--- src/rtl/spq_pkg.sv ---
// spq_pkg: shared types, codes and default sizes for the sorted priority queue
// used by spq_cell, sorted_priority_queue and spq_checker
// no dependencies

package spq_pkg;

    // default sizes, handed down through the top level's parameters
    localparam int SPQ_DEPTH     = 16;
    localparam int SPQ_PRIO_BITS = 16;
    localparam int SPQ_ITEM_BITS = 16;

    // operation codes
    localparam logic OP_PUSH = 1'b0;
    localparam logic OP_POP  = 1'b1;

    // status codes
    localparam logic [1:0] ST_OK         = 2'd0;
    localparam logic [1:0] ST_POP_EMPTY  = 2'd1;
    localparam logic [1:0] ST_PUSH_FULL  = 2'd2;

    // request beat
    typedef struct packed {
        logic        op;
        logic [15:0] prio_in;
        logic [15:0] item_in;
    } spq_req_t;

    // response beat
    typedef struct packed {
        logic        head_valid;
        logic [15:0] head_item;
        logic [4:0]  entry_count;
        logic [1:0]  status;
    } spq_rsp_t;

    // per-cycle command broadcast to every cell of the row
    typedef struct packed {
        logic push;
        logic pop;
    } spq_cmd_t;

endpackage

--- src/rtl/spq_cell.sv ---
// spq_cell: one slot of the sorted row, holding a priority and an item
// depends on spq_pkg (spq_cmd_t, default sizes)

module spq_cell
    import spq_pkg::*;
#(
    parameter int PRIO_BITS = SPQ_PRIO_BITS,
    parameter int ITEM_BITS = SPQ_ITEM_BITS
)
(
    input  logic                 clk,
    input  spq_cmd_t             cmd,
    input  logic                 occupied,
    input  logic [PRIO_BITS-1:0] new_prio,
    input  logic [ITEM_BITS-1:0] new_item,
    input  logic                 left_stay,
    input  logic [PRIO_BITS-1:0] left_prio,
    input  logic [ITEM_BITS-1:0] left_item,
    input  logic [PRIO_BITS-1:0] right_prio,
    input  logic [ITEM_BITS-1:0] right_item,
    output logic                 stay,
    output logic [PRIO_BITS-1:0] prio,
    output logic [ITEM_BITS-1:0] item
);

    logic [PRIO_BITS-1:0] prio_reg;
    logic [PRIO_BITS-1:0] prio_next;
    logic [ITEM_BITS-1:0] item_reg;
    logic [ITEM_BITS-1:0] item_next;

    // a stored entry of lower or equal priority keeps its place on a push
    assign stay = occupied && (prio_reg <= new_prio);

    // slot update: hold, insert the new entry, shift right on push, shift left on pop
    always_comb
    begin
        prio_next = prio_reg;
        item_next = item_reg;
        if (cmd.push)
        begin
            if (!stay)
            begin
                if (left_stay)
                begin
                    prio_next = new_prio;
                    item_next = new_item;
                end
                else
                begin
                    prio_next = left_prio;
                    item_next = left_item;
                end
            end
        end
        else if (cmd.pop)
        begin
            prio_next = right_prio;
            item_next = right_item;
        end
    end

    // payload storage, no reset
    always_ff @(posedge clk)
    begin
        prio_reg <= prio_next;
        item_reg <= item_next;
    end

    assign prio = prio_reg;
    assign item = item_reg;

endmodule

--- src/rtl/sorted_priority_queue.sv ---
// Sorted priority queue of DEPTH entries built as a row of compare-and-shift
// cells, slot 0 holding the head. A smaller priority leaves first and equal
// priorities leave in arrival order. Every cell compares its entry with the
// pushed priority in the same cycle and either holds, takes the new entry or
// takes its neighbour's. The block takes one request beat per cycle while
// req_stall is low, and it returns its response beat in the
// cycle after acceptance. While a response waits under stall, the request
// side stalls too. The stored entries need no clearing after reset; the fill
// count alone marks which slots hold data. entry_count carries the low five
// bits of the fill count.
// depends on spq_pkg and spq_cell

module sorted_priority_queue
    import spq_pkg::*;
#(
    parameter int DEPTH     = SPQ_DEPTH,
    parameter int PRIO_BITS = SPQ_PRIO_BITS,
    parameter int ITEM_BITS = SPQ_ITEM_BITS
)
(
    input  logic     clk,
    input  logic     rst_n,
    input  logic     req_valid,
    output logic     req_stall,
    input  spq_req_t req,
    output logic     rsp_valid,
    input  logic     rsp_stall,
    output spq_rsp_t rsp
);

    localparam int CNT_W = $clog2(DEPTH + 1);

    logic [CNT_W-1:0]     count_reg;
    logic [CNT_W-1:0]     count_next;
    logic                 rsp_valid_reg;
    logic                 rsp_valid_next;
    logic [1:0]           status_reg;
    logic [1:0]           status_next;

    logic                 accept;
    logic                 full;
    logic                 empty;
    spq_cmd_t             cmd;
    logic [PRIO_BITS-1:0] new_prio;
    logic [ITEM_BITS-1:0] new_item;

    logic [PRIO_BITS-1:0] cell_prio [DEPTH];
    logic [ITEM_BITS-1:0] cell_item [DEPTH];
    logic                 cell_stay [DEPTH];

    // handshake: a waiting response holds the request side
    assign req_stall = rsp_valid_reg && rsp_stall;
    assign accept    = req_valid && !req_stall;

    assign full  = (count_reg == CNT_W'(DEPTH));
    assign empty = (count_reg == '0);

    assign new_prio = PRIO_BITS'(req.prio_in);
    assign new_item = ITEM_BITS'(req.item_in);

    // command to the row, suppressed on full push and empty pop
    always_comb
    begin
        cmd.push = accept && (req.op == OP_PUSH) && !full;
        cmd.pop  = accept && (req.op == OP_POP) && !empty;
    end

    // row of cells
    for (genvar i = 0; i < DEPTH; i++)
    begin : g_cell
        logic                 left_stay;
        logic [PRIO_BITS-1:0] left_prio;
        logic [ITEM_BITS-1:0] left_item;
        logic [PRIO_BITS-1:0] right_prio;
        logic [ITEM_BITS-1:0] right_item;

        if (i == 0)
        begin : g_first
            assign left_stay = 1'b1;
            assign left_prio = new_prio;
            assign left_item = new_item;
        end
        else
        begin : g_inner
            assign left_stay = cell_stay[i-1];
            assign left_prio = cell_prio[i-1];
            assign left_item = cell_item[i-1];
        end

        if (i == DEPTH - 1)
        begin : g_last
            assign right_prio = cell_prio[i];
            assign right_item = cell_item[i];
        end
        else
        begin : g_body
            assign right_prio = cell_prio[i+1];
            assign right_item = cell_item[i+1];
        end

        spq_cell #(
            .PRIO_BITS (PRIO_BITS),
            .ITEM_BITS (ITEM_BITS)
        ) u_cell (
            .clk        (clk),
            .cmd        (cmd),
            .occupied   (CNT_W'(i) < count_reg),
            .new_prio   (new_prio),
            .new_item   (new_item),
            .left_stay  (left_stay),
            .left_prio  (left_prio),
            .left_item  (left_item),
            .right_prio (right_prio),
            .right_item (right_item),
            .stay       (cell_stay[i]),
            .prio       (cell_prio[i]),
            .item       (cell_item[i])
        );
    end

    // fill count, status and response valid
    always_comb
    begin
        count_next  = count_reg;
        status_next = status_reg;
        if (cmd.push)
        begin
            count_next = count_reg + 1'b1;
        end
        else if (cmd.pop)
        begin
            count_next = count_reg - 1'b1;
        end

        if (accept)
        begin
            if ((req.op == OP_PUSH) && full)
            begin
                status_next = ST_PUSH_FULL;
            end
            else if ((req.op == OP_POP) && empty)
            begin
                status_next = ST_POP_EMPTY;
            end
            else
            begin
                status_next = ST_OK;
            end
        end

        rsp_valid_next = accept || (rsp_valid_reg && rsp_stall);
    end

    always_ff @(posedge clk or negedge rst_n)
    begin
        if (!rst_n)
        begin
            count_reg     <= '0;
            rsp_valid_reg <= 1'b0;
            status_reg    <= ST_OK;
        end
        else
        begin
            count_reg     <= count_next;
            rsp_valid_reg <= rsp_valid_next;
            status_reg    <= status_next;
        end
    end

    // response beat, read from the head cell and the count
    assign rsp_valid = rsp_valid_reg;

    always_comb
    begin
        rsp.head_valid  = !empty;
        rsp.head_item   = empty ? 16'd0 : 16'(cell_item[0]);
        rsp.entry_count = 5'(count_reg);
        rsp.status      = status_reg;
    end

endmodule

--- config.mk ---
export PLATFORM = sky130hd
export DESIGN_NAME = sorted_priority_queue
export DESIGN_NICKNAME = d
export VERILOG_FILES = /design/src/rtl/spq_pkg.sv /design/src/rtl/spq_cell.sv /design/src/rtl/sorted_priority_queue.sv
export SDC_FILE = /design/constraint.sdc
export NUM_CORES = 1
export LEC_CHECK = 0
export ABC_AREA = 1
export ABC_CLOCK_PERIOD_IN_PS = 4600
export BUFFER_PORTS_ARGS = -buffer_cell sky130_fd_sc_hd__buf_2
export CAP_MARGIN = 20
export CORE_ASPECT_RATIO = 1.75
export CORE_UTILIZATION = 25
export CTS_BUF_LIST = sky130_fd_sc_hd__clkbuf_4 sky130_fd_sc_hd__clkbuf_8
export DETAILED_ROUTE_END_ITERATION = 8
export GPL_TIMING_DRIVEN = 0
export PLACE_DENSITY = 0.4
export SETUP_SLACK_MARGIN = 0.3
export SYNTH_ARGS = -nofsm -noshare
export SYNTH_HDL_FRONTEND = slang
export SYNTH_SLANG_ARGS = --single-unit
--- constraint.sdc ---
create_clock -name clk -period 4.6 [get_ports clk]
set_clock_uncertainty 0.2 [all_clocks]
set_input_delay 0.23 -clock clk [delete_from_list [all_inputs] [get_ports clk]]
set_output_delay 0.23 -clock clk [all_outputs]
set_load 0.02 [all_outputs]
==> impl_metrics.toml <==
[routing]
post_drt_wl_per_cell_um = 19.6
route.detailed.drc = 0
drtIter0Drc = 1466
first_pass_iters = 5
wirelength_mm = 130
postRouteAntennaNets = 0
via_count = 29200
via_per_inst = 4.38

[floorplan]
io-pin-count = 63
core_um2 = 135000
die_w_um = 280
rows = 178
initial_core_util = 0.252
die_h_um = 489
die_area_um2 = 137000

[yosys]
async_flop_share = 0.0154
yosysMostFrequentCell = "nand2_1"
synthesis.area_um2 = 33900
synthDistinctLibCells = 36
synth.ff_latch_count = 520
yosysWarnings = 0
ys_top_cells_by_count = "2644 x nand2_1, 554 x inv_1, 512 x edfxtp_1, 259 x ha_1, 102 x a21oi_1"
seq_area_frac_synth = 0.459
synthesis.nets = 4885
synth_top_area_share = 0.453
synth_ff_type = "edfxtp_1"
synth_edf_count = 512
yosys-top-cells-area = "edfxtp_1 45%, nand2_1 29%, ha_1 9.6%, inv_1 6.1%, a21oi_1 1.5%"
syn_inst = 4589
syn_area_per_cell_um2 = 7.39
yosys.area.top_type = "edfxtp_1"

[global_routing]
antenna_found_initial = 2
grt_max_degree = 33
track_usage = 0.190
grt_first_pass_wirelength_mm = 188
grt_pass1_vias = 30000
grt-ovfl-total = 0

[timing]
slew_violations = 0
finalCritPeriodShare = 0.897
finalSetupTns_ps = 0
setup_viol = 0
period_needed_ps = 4130
rsz0062_at_grt = "true"
tightest_slew_ps = 1100
fmax_mhz = 242
max_slew_margin = 0.259
final_hold_viol_count = 0

[layout]
fin_cells = 6666
nets = 5089
drive_gt1_frac = 0.0800
nFillCells = 15200
regArea_um2 = 15600
fin_util = 0.290
multiInputGateArea_um2 = 15400
area_growth_pct = 14.8

[placement]
dpl.hpwl_mm = 104
dpl.cell_count = 6458
numPortBuffers = 62
gp_congestion = 0.838

[critical_path]
r2r-end = "g_cell[4].u_cell.prio[6]"
slowest_delay_ps = 810
crit_required_ps = 4710
startpoint_type = "register"
slowest_stage = "clkdlybuf4s15_1"
reg2reg_depth = 6
crit_path_start = "count_reg[0]"
worstPathArrival_ps = 4240
rrSetupSlack_ps = 470
end_kind = "register"
critical_path.cell_chain = "inv_1 > ha_1 > nand2_2 > nand2_2 > clkdlybuf4s15_1 > nand2_2"
crit_type = "register to register"
path_common_cell = "nand2_2"
reg2reg_from = "count_reg[0]"
cp_max_fo = 32

[clocking]
cts_sinks = 520
clockRootBuffer = "clkbuf_8"
clk_latency_ps = 790
cts_buffer_depth = 3
htree_num_levels = 3
cts_tree = "yes"
path_clk_slew_ps = 60
numCtsBuffers = 92

[min_path]
holdPathEnd = "status_reg[0]"
hold_path.startpoint = "req_valid"
hold_path_class = "primary input to register"
worstHoldPathCells = 5

[run_status]
status = "completed"

[pwr]
max-vdd-ir-drop_v = 0.000174
cellPowerDensity_nw_per_um2 = 453
p_leak_uw = 0.0216

[flow_run]
cap_violations = 0
[worst max-delay path, delay by kind of cell, from the launching register on]
family | cells | cell delay, ps
adder cells (fa/ha/maj) | 1 | 350
AND/OR/NAND/NOR | 3 | 1470
buffers and inverters | 2 | 1080
flip-flops | 1 | 520
[layout by cell type, fill, tap and decap left out, types with 4 or more instances in the layout]
cell type / count
ha_1: 259
clkbuf_1: 82
buf_4: 12
nand3_1: 65
clkinv_2: 8
nor3_1: 17
nand4_1: 15
clkbuf_8: 95
buf_6: 4
dfrtp_1: 8
nand2_1: 2630
bufinv_16: 5
nor2_1: 80
inv_1: 554
buf_12: 6
buf_2: 147
edfxtp_1: 512
inv_6: 4
inv_2: 5
clkinv_1: 25
clkbuf_4: 28
o21ai_0: 56
a21o_1: 14
a21oi_1: 101
dlygate4sd3_1: 41
nand2_2: 64
[layout make-up]
cell class | instances | area share
antenna | 1 | 0.0000643
sequential | 520 | 0.400
inverter | 560 | 0.0540
clock buffer | 123 | 0.0390
timing repair buffer | 110 | 0.0223
buffer | 186 | 0.0227
multi-input combinational | 3323 | 0.396
tap | 1800 | 0.0578
clock inverter | 43 | 0.00839
[routing by layer]
layer,track usage,vias to the layer above,part of all wire
met4,0.0879,0,0.048
met5,0,-,0
met1,0.183,13900,0.35
met3,0.0215,215,0.025
li1,-,14600,-
met2,0.389,454,0.57
[what timing repair did]
item                       in CTS  in global routing
hold endpoints to repair      193                  0
gates resized for setup         2                  0
hold buffers                   41                  0
buffers inserted                0                  0
gates cloned                    0                  0
setup endpoints to repair      39                160
pin swaps                       0                  0
[cells by family (layout without fill, tap and decap cells)]
group | count (synthesis) | count (layout) | share of synthesized area
other | 0 | 1 | 0
AO/OA/AOI/OAI | 183 | 183 | 0.0291
flip-flops | 520 | 520 | 0.459
multiplexers | 1 | 1 | 0.000295
adder cells (fa/ha/maj) | 259 | 259 | 0.0955
AND/OR/NAND/NOR | 2876 | 2876 | 0.327
buffers and inverters | 746 | 1022 | 0.0880
XOR/XNOR | 4 | 4 | 0.00103
[power breakdown]
group	leakage [uW]	internal, uW	switching (uW)
sequential	0.00491	6430	645
combinational	0.0157	1730	4120
clock	0.000971	2430	2290
total	0.0216	10600	7060
[metrics by stage]
step	setup WS [ps]	hold WS (ps)	instance area, um2	total power (uW)
final	473	190	38900	17700
after detailed placement	171	-107	36700	13100
after global routing	224	180	38900	18900
after global placement	-2130	-104	36500	13000
after CTS	305	101	38900	18000
after floorplan	784	-266	33900	10900
[worst max path at each step]
stage	depth (start not counted)	end	slack, ps
detailed placement	13	g_cell[2].u_cell.prio[5]	170
CTS	6	g_cell[3].u_cell.item[1]	300
finish	6	g_cell[4].u_cell.prio[6]	470
floorplan	7	g_cell[15].u_cell.item[0]	780
global route	6	g_cell[5].u_cell.item[15]	220
global placement	7	g_cell[15].u_cell.item[12]	-2130
Note: power is estimated with default switching activity, not from simulation.
